`src/rtl/epsilon_greedy_bandit_agent_defines.svh`:
```
// assertion macros for the bandit agent
`ifndef EPSILON_GREEDY_BANDIT_AGENT_DEFINES_SVH
`define EPSILON_GREEDY_BANDIT_AGENT_DEFINES_SVH
`ifndef SYNTHESIS
`define EGB_ASSERT(label, clk, rst, prop, msg) \
  label: assert property (@(posedge clk) disable iff (rst) prop) else $error(msg);
`define EGB_ASSERT_ALWAYS(label, clk, prop, msg) \
  label: assert property (@(posedge clk) prop) else $error(msg);
`else
`define EGB_ASSERT(label, clk, rst, prop, msg)
`define EGB_ASSERT_ALWAYS(label, clk, prop, msg)
`endif
`endif

```
`src/rtl/egb_pkg.sv`:
```
package egb_pkg;

  localparam int MAX_ARMS = 16;

  typedef struct packed {
    logic               action;
    logic [3:0]         arm;
    logic signed [31:0] reward;
    logic [15:0]        rand_explore;
    logic [15:0]        rand_arm;
    logic [15:0]        rand_tie;
  } egb_in_t;

  typedef struct packed {
    logic [3:0]         selected_arm;
    logic               explored;
    logic signed [31:0] estimate;
    logic [4:0]         tie_count;
  } egb_out_t;

  localparam logic ACT_CHOOSE = 1'b0;
  localparam logic ACT_UPDATE = 1'b1;

  localparam logic CFG_EPSILON   = 1'b0;
  localparam logic CFG_ARM_COUNT = 1'b1;

  localparam logic [16:0] EPSILON_RESET   = 17'd6554;
  localparam logic [4:0]  ARM_COUNT_RESET = 5'd10;

  typedef enum logic [3:0] {
    ST_IDLE,
    ST_SCAN,
    ST_TIE_MOD,
    ST_TIE_FIND,
    ST_ARM_MOD,
    ST_PICK_RD,
    ST_UPD_RD,
    ST_UPD_DIV,
    ST_UPD_WR,
    ST_OUT,
    ST_CLEAR
  } egb_state_t;

endpackage

```
`src/rtl/egb_ram.sv`:
```
module egb_ram #(
  parameter int WIDTH = 32,
  parameter int DEPTH = 16
) (
  input  logic                     clk,
  input  logic                     we,
  input  logic [$clog2(DEPTH)-1:0] waddr,
  input  logic [WIDTH-1:0]         wdata,
  input  logic [$clog2(DEPTH)-1:0] raddr,
  output logic [WIDTH-1:0]         rdata
);

  logic [WIDTH-1:0] mem [DEPTH];

  // one write port, registered read port
  always_ff @(posedge clk) begin
    if (we) begin
      mem[waddr] <= wdata;
    end
    rdata <= mem[raddr];
  end

endmodule

```
`src/rtl/epsilon_greedy_bandit_agent.sv`:
```
// Epsilon-greedy bandit agent. Estimates (Q16.16) and pull counts live in two
// single-port-read RAMs, cleared by a pass over all MAX_ARMS words after reset
// during which no word is accepted. A choose word scans the arms in use one per
// cycle, reduces rand_tie and rand_arm modulo small counts with a restoring
// divider, walks the arms again to find the chosen tie, and reads the pick. An
// update word reads the arm, runs a 33-step restoring signed division by the
// pull count and writes back. One word is in flight at a time; the result sits
// in an output register and the next word is taken once it leaves.
`include "epsilon_greedy_bandit_agent_defines.svh"
module epsilon_greedy_bandit_agent
  import egb_pkg::*;
#(
  parameter int COUNT_BITS = 24
) (
  input  logic     clk,
  input  logic     rst,
  input  logic     in_valid,
  output logic     in_ready,
  input  egb_in_t  in_data,
  output logic     out_valid,
  input  logic     out_ready,
  output egb_out_t out_data,
  input  logic     cfg_valid,
  output logic     cfg_ready,
  input  logic     cfg_index,
  input  logic [16:0] cfg_data
);

  localparam int AW = $clog2(MAX_ARMS);
  localparam int NW = $clog2(MAX_ARMS + 1);
  localparam logic [COUNT_BITS-1:0] COUNT_MAX = '1;

  egb_state_t state, state_next;

  logic [16:0] epsilon_level;
  logic [4:0]  arm_count;
  egb_in_t     item;
  egb_out_t    result;
  logic        result_valid;

  // scan state
  logic [NW-1:0] idx;
  logic [NW-1:0] n_eff;
  logic          have_best;
  logic signed [31:0] best;
  logic [NW-1:0] nties;
  logic [NW-1:0] tie_sel;
  logic [AW-1:0] pick;
  logic          explore;

  // divider: 33-bit dividend magnitude, up to 32-bit divisor
  logic [32:0] quo;
  logic [32:0] rem;
  logic [32:0] dvs;
  logic [5:0]  dcnt;
  logic        neg;

  // memories
  logic               est_we, cnt_we;
  logic [AW-1:0]      waddr, raddr;
  logic [31:0]        est_wdata, est_rdata;
  logic [COUNT_BITS-1:0] cnt_wdata, cnt_rdata;
  logic [AW-1:0]      clr_idx;
  logic signed [31:0] upd_est;

  egb_ram #(.WIDTH(32), .DEPTH(MAX_ARMS)) u_est (
    .clk(clk), .we(est_we), .waddr(waddr), .wdata(est_wdata),
    .raddr(raddr), .rdata(est_rdata)
  );
  egb_ram #(.WIDTH(COUNT_BITS), .DEPTH(MAX_ARMS)) u_cnt (
    .clk(clk), .we(cnt_we), .waddr(waddr), .wdata(cnt_wdata),
    .raddr(raddr), .rdata(cnt_rdata)
  );

  assign in_ready  = (state == ST_IDLE) && !result_valid;
  assign cfg_ready = 1'b1;
  assign out_valid = result_valid;
  assign out_data  = result;

  logic arm_ok;
  assign arm_ok = ({1'b0, item.arm} < 5'(MAX_ARMS));

  logic [COUNT_BITS-1:0] cnt_inc;
  assign cnt_inc = (cnt_rdata == COUNT_MAX) ? cnt_rdata : cnt_rdata + 1'b1;

  // difference against the estimate read for the update
  logic signed [32:0] diff;
  assign diff = 33'($signed(item.reward)) - 33'($signed(est_rdata));

  logic [33:0] trial;
  assign trial = {rem, quo[32]} - {1'b0, dvs};

  logic signed [32:0] step_q;
  assign step_q = neg ? -$signed(quo) : $signed(quo);

  // tie count including the word read in the last scan cycle
  function automatic logic [NW-1:0] nties_final(
    input logic hb, input logic signed [31:0] b, input logic [31:0] rd,
    input logic [NW-1:0] nt, input logic [NW-1:0] ix);
    logic [NW-1:0] r;
    r = nt;
    if (ix != '0) begin
      if (!hb || $signed(rd) > b) r = NW'(1);
      else if ($signed(rd) == b) r = nt + 1'b1;
    end
    return r;
  endfunction

  // next state
  always_comb begin
    state_next = state;
    unique case (state)
      ST_CLEAR:    if (clr_idx == AW'(MAX_ARMS - 1)) state_next = ST_IDLE;
      ST_IDLE:     if (in_valid && in_ready) begin
        state_next = (in_data.action == ACT_UPDATE) ? ST_UPD_RD : ST_SCAN;
      end
      ST_SCAN:     if (idx == n_eff) state_next = ST_TIE_MOD;
      ST_TIE_MOD:  if (dcnt == 6'd0) state_next = ST_TIE_FIND;
      ST_TIE_FIND: if (idx == n_eff) state_next = ST_ARM_MOD;
      ST_ARM_MOD:  if (dcnt == 6'd0) state_next = ST_PICK_RD;
      ST_PICK_RD:  state_next = ST_OUT;
      ST_UPD_RD:   state_next = arm_ok ? ST_UPD_DIV : ST_OUT;
      ST_UPD_DIV:  if (dcnt == 6'd0) state_next = ST_UPD_WR;
      ST_UPD_WR:   state_next = ST_OUT;
      ST_OUT:      state_next = ST_IDLE;
      default:     state_next = ST_IDLE;
    endcase
  end

  // memory control
  always_comb begin
    est_we    = 1'b0;
    cnt_we    = 1'b0;
    waddr     = item.arm[AW-1:0];
    est_wdata = 32'(upd_est + step_q[31:0]);
    cnt_wdata = dvs[COUNT_BITS-1:0];
    raddr     = idx[AW-1:0];
    unique case (state)
      ST_CLEAR: begin
        est_we = 1'b1; cnt_we = 1'b1; waddr = clr_idx;
        est_wdata = '0; cnt_wdata = '0;
      end
      ST_IDLE:    raddr = in_data.arm[AW-1:0];
      ST_UPD_RD:  raddr = item.arm[AW-1:0];
      ST_ARM_MOD: raddr = explore ? rem[AW-1:0] : pick;
      ST_UPD_WR: begin
        est_we = 1'b1; cnt_we = 1'b1;
      end
      default:    ;
    endcase
  end

  always_ff @(posedge clk) begin
    if (rst) begin
      state         <= ST_CLEAR;
      clr_idx       <= '0;
      epsilon_level <= EPSILON_RESET;
      arm_count     <= ARM_COUNT_RESET;
      result_valid  <= 1'b0;
    end else begin
      state <= state_next;
      if (cfg_valid && cfg_ready) begin
        if (cfg_index == CFG_EPSILON) epsilon_level <= cfg_data;
        else arm_count <= cfg_data[4:0];
      end
      if (out_valid && out_ready) result_valid <= 1'b0;
      if (state == ST_OUT) result_valid <= 1'b1;
      if (state == ST_CLEAR) clr_idx <= clr_idx + 1'b1;
    end
  end

  // datapath
  always_ff @(posedge clk) begin
    unique case (state) inside
      ST_IDLE: begin
        item      <= in_data;
        idx       <= '0;
        have_best <= 1'b0;
        nties     <= '0;
        if (arm_count == 5'd0) n_eff <= NW'(1);
        else if (32'(arm_count) > 32'(MAX_ARMS)) n_eff <= NW'(MAX_ARMS);
        else n_eff <= NW'(arm_count);
        explore <= ({1'b0, in_data.rand_explore} <= epsilon_level);
      end
      ST_SCAN: begin
        // read data for arm idx-1 arrives this cycle
        if (idx != '0) begin
          if (!have_best || $signed(est_rdata) > best) begin
            best <= $signed(est_rdata); nties <= NW'(1); have_best <= 1'b1;
          end else if ($signed(est_rdata) == best) begin
            nties <= nties + 1'b1;
          end
        end
        if (idx == n_eff) begin
          quo <= {item.rand_tie, 17'd0}; rem <= '0;
          dvs <= 33'(nties_final(have_best, best, est_rdata, nties, idx));
          dcnt <= 6'd16;
        end
        idx <= idx + 1'b1;
      end
      ST_TIE_MOD, ST_ARM_MOD: begin
        if (dcnt != 6'd0) begin
          if (!trial[33]) rem <= trial[32:0];
          else rem <= {rem[31:0], quo[32]};
          quo  <= {quo[31:0], 1'b0};
          dcnt <= dcnt - 1'b1;
        end else if (state == ST_TIE_MOD) begin
          tie_sel <= rem[NW-1:0]; idx <= '0;
        end
      end
      ST_TIE_FIND: begin
        if (idx != '0 && $signed(est_rdata) == best) begin
          if (tie_sel == '0) pick <= AW'(idx - 1'b1);
          tie_sel <= tie_sel - 1'b1;
        end
        if (idx == n_eff) begin
          quo <= {item.rand_arm, 17'd0}; rem <= '0;
          dvs <= 33'(n_eff); dcnt <= 6'd16;
        end
        idx <= idx + 1'b1;
      end
      ST_PICK_RD: begin
        result.selected_arm <= explore ? 4'(rem[AW-1:0]) : 4'(pick);
        result.explored     <= explore;
        result.estimate     <= $signed(est_rdata);
        result.tie_count    <= 5'(nties);
      end
      ST_UPD_RD: begin
        // load the divider with |reward - estimate| and the new count
        upd_est <= $signed(est_rdata);
        neg     <= diff[32];
        quo     <= diff[32] ? 33'(-diff) : 33'(diff);
        rem     <= '0;
        dvs     <= 33'(cnt_inc);
        dcnt    <= 6'd33;
        result.selected_arm <= item.arm;
        result.explored     <= 1'b0;
        result.estimate     <= '0;
        result.tie_count    <= '0;
      end
      ST_UPD_DIV: begin
        if (dcnt != 6'd0) begin
          if (!trial[33]) rem <= trial[32:0];
          else rem <= {rem[31:0], quo[32]};
          quo  <= {quo[31:0], !trial[33]};
          dcnt <= dcnt - 1'b1;
        end
      end
      ST_UPD_WR:  result.estimate <= $signed(32'(upd_est + step_q[31:0]));
      default: ;
    endcase
  end

  `EGB_ASSERT(a_ready_idle, clk, rst, in_ready |-> state == ST_IDLE, "ready outside idle")
  `EGB_ASSERT(a_out_after, clk, rst, $rose(out_valid) |-> $past(state) == ST_OUT, "stray result")
  `EGB_ASSERT(a_no_take, clk, rst, out_valid |-> !in_ready, "accept with result pending")
  `EGB_ASSERT(a_ties, clk, rst, (state == ST_PICK_RD) |-> nties != '0, "no ties")

endmodule

```
`config.mk`:
```
export PLATFORM = sky130hd
export DESIGN_NAME = epsilon_greedy_bandit_agent
export DESIGN_NICKNAME = d
export VERILOG_FILES = /design/src/rtl/egb_pkg.sv /design/src/rtl/egb_ram.sv /design/src/rtl/epsilon_greedy_bandit_agent.sv
export VERILOG_INCLUDE_DIRS = /design/src /design/src/rtl
export SDC_FILE = /design/constraint.sdc
export NUM_CORES = 2
export LEC_CHECK = 0
export ABC_AREA = 1
export BUFFER_PORTS_ARGS = -buffer_cell sky130_fd_sc_hd__buf_4
export CAP_MARGIN = 20
export CELL_PAD_IN_SITES_DETAIL_PLACEMENT = 0
export CELL_PAD_IN_SITES_GLOBAL_PLACEMENT = 2
export CORE_ASPECT_RATIO = 0.5
export CORE_MARGIN = 2
export CORE_UTILIZATION = 44
export DETAILED_ROUTE_END_ITERATION = 8
export PLACE_DENSITY = 0.83
export SLEW_MARGIN = 15
export SYNTH_ARGS = -nofsm -noshare
export SYNTH_HDL_FRONTEND = slang
export SYNTH_HIERARCHICAL = 1
export SYNTH_SLANG_ARGS = --single-unit
```
`constraint.sdc`:
```
create_clock -name clk -period 17.8 [get_ports clk]
set_input_delay 3.56 -clock clk [delete_from_list [all_inputs] [get_ports clk]]
set_output_delay 3.56 -clock clk [all_outputs]
set_load 0.02 [all_outputs]
```
### Word level (Yosys, flattened, before mapping)

Memories as Yosys holds them, arrays and structs flattened. A register that Yosys moved wholly into a read port is not among the register bits.
Index checks and enable logic that the tools add are counted.

| storage, ports and cells | value |
|---|---|
| input port bits | 108 |
| memories kept | 2 |
| memory bits (writable) | 896 |
| register bits | 337 |
| bits in latches | 0 |
| output and inout bits | 45 |
| bits in read-only memories | 0 |
| word-level logic and storage cells | 171 |

Memories:

| name | words | bits a word | rd ports | clocked after Yosys merged registers in | wr ports | line | text |
|---|---|---|---|---|---|---|---|
| u_est.mem | 16 | 32 | 1 | 1 | 1 | egb_ram.sv:13 | `logic [WIDTH-1:0] mem [DEPTH];` |
| u_cnt.mem | 16 | 24 | 1 | 1 | 1 | egb_ram.sv:13 |  |

| cells by class | value |
|---|---|
| add/sub/neg operators | 12 |
| order comparisons | 3 |
| bitwise operators | 1 |
| eq/ne operators | 30 |
| shifts and indexed selects | 0 |
| mux-type cells | 55 |
| multiply operators | 0 |
| div/mod/pow operators | 0 |
| reductions and logical operators | 40 |

Operators by type and width:

| operator | count |
|---|---|
| 2-to-1 mux 33 bit | 10 |
| one-hot mux 33 bit (3 select lines) | 2 |
| one-hot mux 33 bit (5 select lines) | 1 |
| one-hot mux 32 bit (3 select lines) | 1 |
| 2-to-1 mux 32 bit | 2 |
| 2-to-1 mux 24 bit | 2 |
| 2-to-1 mux 5 bit | 9 |
| one-hot mux 5 bit (2 select lines) | 4 |
| 2-to-1 mux 4 bit | 9 |
| one-hot mux 4 bit (9 select lines) | 1 |
| subtractor 34 x 33 -> 34 bit | 1 |
| negation 33 bit | 1 |
| subtractor 32 x 32 -> 33 bit | 1 |
| adder 32 bit | 1 |
| equality test 32 bit | 1 |
| > comparator 32 bit | 1 |
| negation 32 bit | 1 |
| adder 24 x 1 -> 24 bit, second input constant | 1 |
| equality test 24 bit, second input constant | 1 |
| != test 2 x 1 -> 1 bit, second input constant | 9 |
| one-hot mux 6 bit (3 select lines) | 1 |
| AND reduction 3 bit | 6 |
| <= comparator 16 x 17 -> 1 bit | 1 |
| equality test 4 x 3 -> 1 bit, second input constant | 4 |
| other kinds (34) | 70 |

### Depth between registers and ports, before layout

| logic depth | value |
|---|---|
| word-level depth | 6 |
| gate-level depth with buffers | 25 |
| gate-level depth less buffers | 25 |

### Cells and area by module

The synthesis kept the hierarchy.

By module, submodules not included:

| module | cells an instance | times used | area an instance (sq um) |
|---|---|---|---|
| egb_ram (u_est) | 2120 | 1 | 22730.6 |
| epsilon_greedy_bandit_agent | 2821 | 1 | 22160.0 |
| egb_ram (u_cnt) | 1597 | 1 | 16950.0 |

### Worst setup path after synthesis

Ideal clock, no wire load.

| path | value |
|---|---|
| path type | register to output |
| from | register state[0] |
| to | output in_ready |
| slack | 9604 ps |
| data required time | 14240 ps |
| data arrival time | 4636 ps |
| cell stages (with the launch flop) | 7 |
| path buffers | 1 |
| path through | dfxtp_1 > clkbuf_1 > inv_1 > nand2_1 > nor2_1 > inv_1 > nor2_1 |

| on the way | value |
|---|---|
| cells in the longest elaborated chain, start to end | 2 |

RTL lines:

| item | line | text |
|---|---|---|
| from (decl) | epsilon_greedy_bandit_agent.sv:33 | `egb_state_t state, state_next;` |
| from (signal assigned) | epsilon_greedy_bandit_agent.sv:161 | `state <= state_next;` |
| logical NOT 4 bit | epsilon_greedy_bandit_agent.sv:75 | `assign in_ready = (state == ST_IDLE) && !result_valid;` |
| logical AND 1 bit | epsilon_greedy_bandit_agent.sv:75 |  |
| to (decl) | epsilon_greedy_bandit_agent.sv:18 | `output logic in_ready,` |

Every way passes these cells.

### Worst setup path in the final report

| path | value |
|---|---|
| from | input in_data[80] (netlist bit) |
| to | register u_est.rdata[9] (read register of u_est.mem) |

| on the way | value |
|---|---|
| cells in the longest elaborated chain, start to end | 1 |

RTL lines:

| item | line | text |
|---|---|---|
| from (decl) | epsilon_greedy_bandit_agent.sv:19 | `input egb_in_t in_data,` |
| one-hot mux 4 bit (3 select lines) | epsilon_greedy_bandit_agent.sv:138 | `unique case (state)` |
| via raddr[0] | epsilon_greedy_bandit_agent.sv:60 | `logic [AW-1:0] waddr, raddr;` |
| to (decl) | egb_ram.sv:10 | `output logic [WIDTH-1:0] rdata` |

The timed path passes the listed nets, and every way through them passes these cells.
A chain may end at the register's enable or synchronous reset.

==> metrics <==
status finished clean; worst hold path class reg -> reg; WP data required 18.45 ns; Synth area leader edfxtp_1; Mapped Area 61800 um2; Hold Fails Final Rpt 0; crit-path cells buf_4, nand2_1, o2111ai_4, buf_4, buf_4, buf_12, buf_4, nand2_1, nand3_1, nand3_1, nand3_1, nand2_1; final-report setup violation count 0; CP max-delay cell buf_4; post-synthesis cell type count 54; Die ar. 144000 um2; Routed Antenna Nets 0; PwrDens 176 nW/um2; Clock Tree Buf Depth 3; Initial Utilization 44.3%; synthesized instance count 6538; largest vdd supply drop 132 uV; first-pass iteration count of the detailed router 6; routability cong. 0.904; mean area per synthesized cell 9.46 um2; port bufs 151; Worst-path clk slew 0.07 ns; global route overflow 0; total track usage 24.9%; cts repair resizes 0; Final Net Count 6910; row count 97; largest stage delay on the critical path 0.86 ns; Inst Count DP 8411; Synth Warn # 6; drt wl/cell 20.9 um; Post-synth top cells nand2_1, edfxtp_1, inv_1, nand3_1, nor2_1; Layout area overhead 11.8%; post-CTS setup buffer count 0; DRC violations left 0; vias in the first global route 42600; worst path arrival time 7.54 ns; post-layout min period 6.89 ns; Max Cap Viol 0; startpoint types input pin; CTS H-tree depth 3; Final Slew Violations 0; Core Area 140000 um2; share of layout cells above drive strength 1 7.42%; Die Span Y 269 um; most instantiated library cell after synthesis nand2_1; routed vias/inst 5.17; crit path kind in -> reg; RSZ-0062 raised after global routing false; most frequent CP cell buf_4; Worst Tran Pin Value 1.15 ns; ys flop type edfxtp_1; Post-synth EDFFs 1193; I/O pins 153; Rel. slew slack 23.2%; Detailed Place HPWL 111000 um; sequential area share after synthesis 60.7%; CTS Sinks 1280; final hold slack 0.461 ns; final std cells w/o fill 8636; CTS Root Cell clkbuf_16; # hold bufs at CTS 0; Final Cycle Share 38.7%; Synth area leaders edfxtp_1, nand2_1, inv_1; Worst Path Max Fanout 176; DRT Wirelength 180000 um; Synth Register Bits 1280; LEAKAGE 0.0300 uW; clk_skew 0.0484 ns; largest net degree at the start of global routing 177; first-pass GRT wire length 267000 um; ys async rst share 0%; CP endpoint kind flop; total negative slack 0 ns; die extent in x 534 um; TritonCTS buffer count 116; initial antenna violation count 3; CTS tree built; worst skew pair latency 0.76 ns; vias 44700; DRT iter0 DRCs 3821; Max Clk Rate 145 MHz; post-synth top area share 57.9%; syn_nets 6798
-- metrics by stage --
stage	setup WS (ns)	utilization (%)	total power [uW]	instance area [um2]
after detailed placement	10.20	46.5	9550	65000
after global placement	10.32	46.5	9480	65000
final	10.91	49.5	12200	69100
after CTS	11.03	49.5	12200	69100
after floorplan	9.60	-	7810	61800
after global routing	10.78	49.5	12900	69100
-- flip-flops by register name, summed over array words and instances (netlist names), 32 cells and up --
name / cells
u_cnt/mem: 384
best: 32
u_est/rdata: 32
quo: 33
rem: 33
out_data: 42
item: 68
u_est/mem: 512
upd_est: 32
-- placed cells by master, fill, tap and decap left out, types with 9 or more instances in the layout --
cell       instances
o22ai_1           36
o21ai_0          161
nand2_1         1822
nor2_1           317
xor2_1            58
nand4_1           38
inv_1           1153
clkbuf_1          15
edfxtp_1        1193
nor4_1             9
dfxtp_1           87
nand3_1          804
o21a_1             9
nor3_1            37
o21ai_1           10
ha_1             149
buf_4            223
clkinv_2          30
nand2_2           10
bufinv_16         16
a21oi_1          201
nor2_4            36
clkinv_1          17
xnor2_1           42
clkbuf_16        121
a221oi_1          18
o211ai_1          15
nand3b_1          12
-- layer usage --
layer	wire length (um)	vias up	global-route usage (%)	share of wire, %
met4	5230	0	7.36	2.9
li1	-	21600	-	-
met1	81100	21700	34.3	45
met3	9220	256	3.03	5.1
met5	0	-	0	0
met2	84500	1172	41.5	47
-- logic make-up (layout without fill, tap and decap cells) --
| kind of cell | Yosys count | in the layout | synth area share (%) |
|---|---|---|---|
| adder cells (fa/ha/maj) | 152 | 152 | 3.11 |
| AO/OA/AOI/OAI | 495 | 495 | 4.47 |
| buffers and inverters | 1400 | 1615 | 9.23 |
| multiplexers | 1 | 1 | 0.0162 |
| other | 1 | 3 | 0.00606 |
| flip-flops | 1280 | 1280 | 60.7 |
| XOR/XNOR | 101 | 101 | 1.44 |
| AND/OR/NAND/NOR | 3108 | 3108 | 21.0 |
-- final timing paths --
path,startpoint,end,slack [ns],cells past startpoint
worst max-delay path,in_data[80],u_est/rdata[9]$_DFF_P_,10.91,12
worst min register to register,epsilon_level[9]$_SDFFE_PP0P_,epsilon_level[9]$_SDFFE_PP0P_,0.46,2
worst max register to register,quo[0]$_DFFE_PP_,u_est/mem[10][30]$_DFFE_PP_,11.88,21
worst min-delay path,epsilon_level[9]$_SDFFE_PP0P_,epsilon_level[9]$_SDFFE_PP0P_,0.46,2
-- worst max-delay path: cells and delay by family --
kind	cells	cell delay (ns)
and+or+nand+nor	6	0.66
buffers and inverters	5	2.77
AOI/OAI and AO/OA	1	0.13
-- final cells by class --
| cell class | count | area, um2 |
|---|---|---|
| Antenna cell | 2 | 5.00 |
| Tap cell | 1881 | 2350 |
| Fill cell | 12700 | 70600 |
| Clock inverter | 77 | 927 |
| Sequential cell | 1280 | 37600 |
| Timing Repair Buffer | 228 | 1770 |
| Clock buffer | 144 | 3190 |
| Multi-Input combinational cell | 3858 | 18900 |
| Inverter | 1166 | 4390 |
-- power breakdown --
part           total (uW)  internal, uW  switching (uW)
clock                2690          1520            1180
sequential           4840          4520             321
combinational        4650          1180            3480
total               12200          7220            4970
Power figures use the tool's default switching activity.
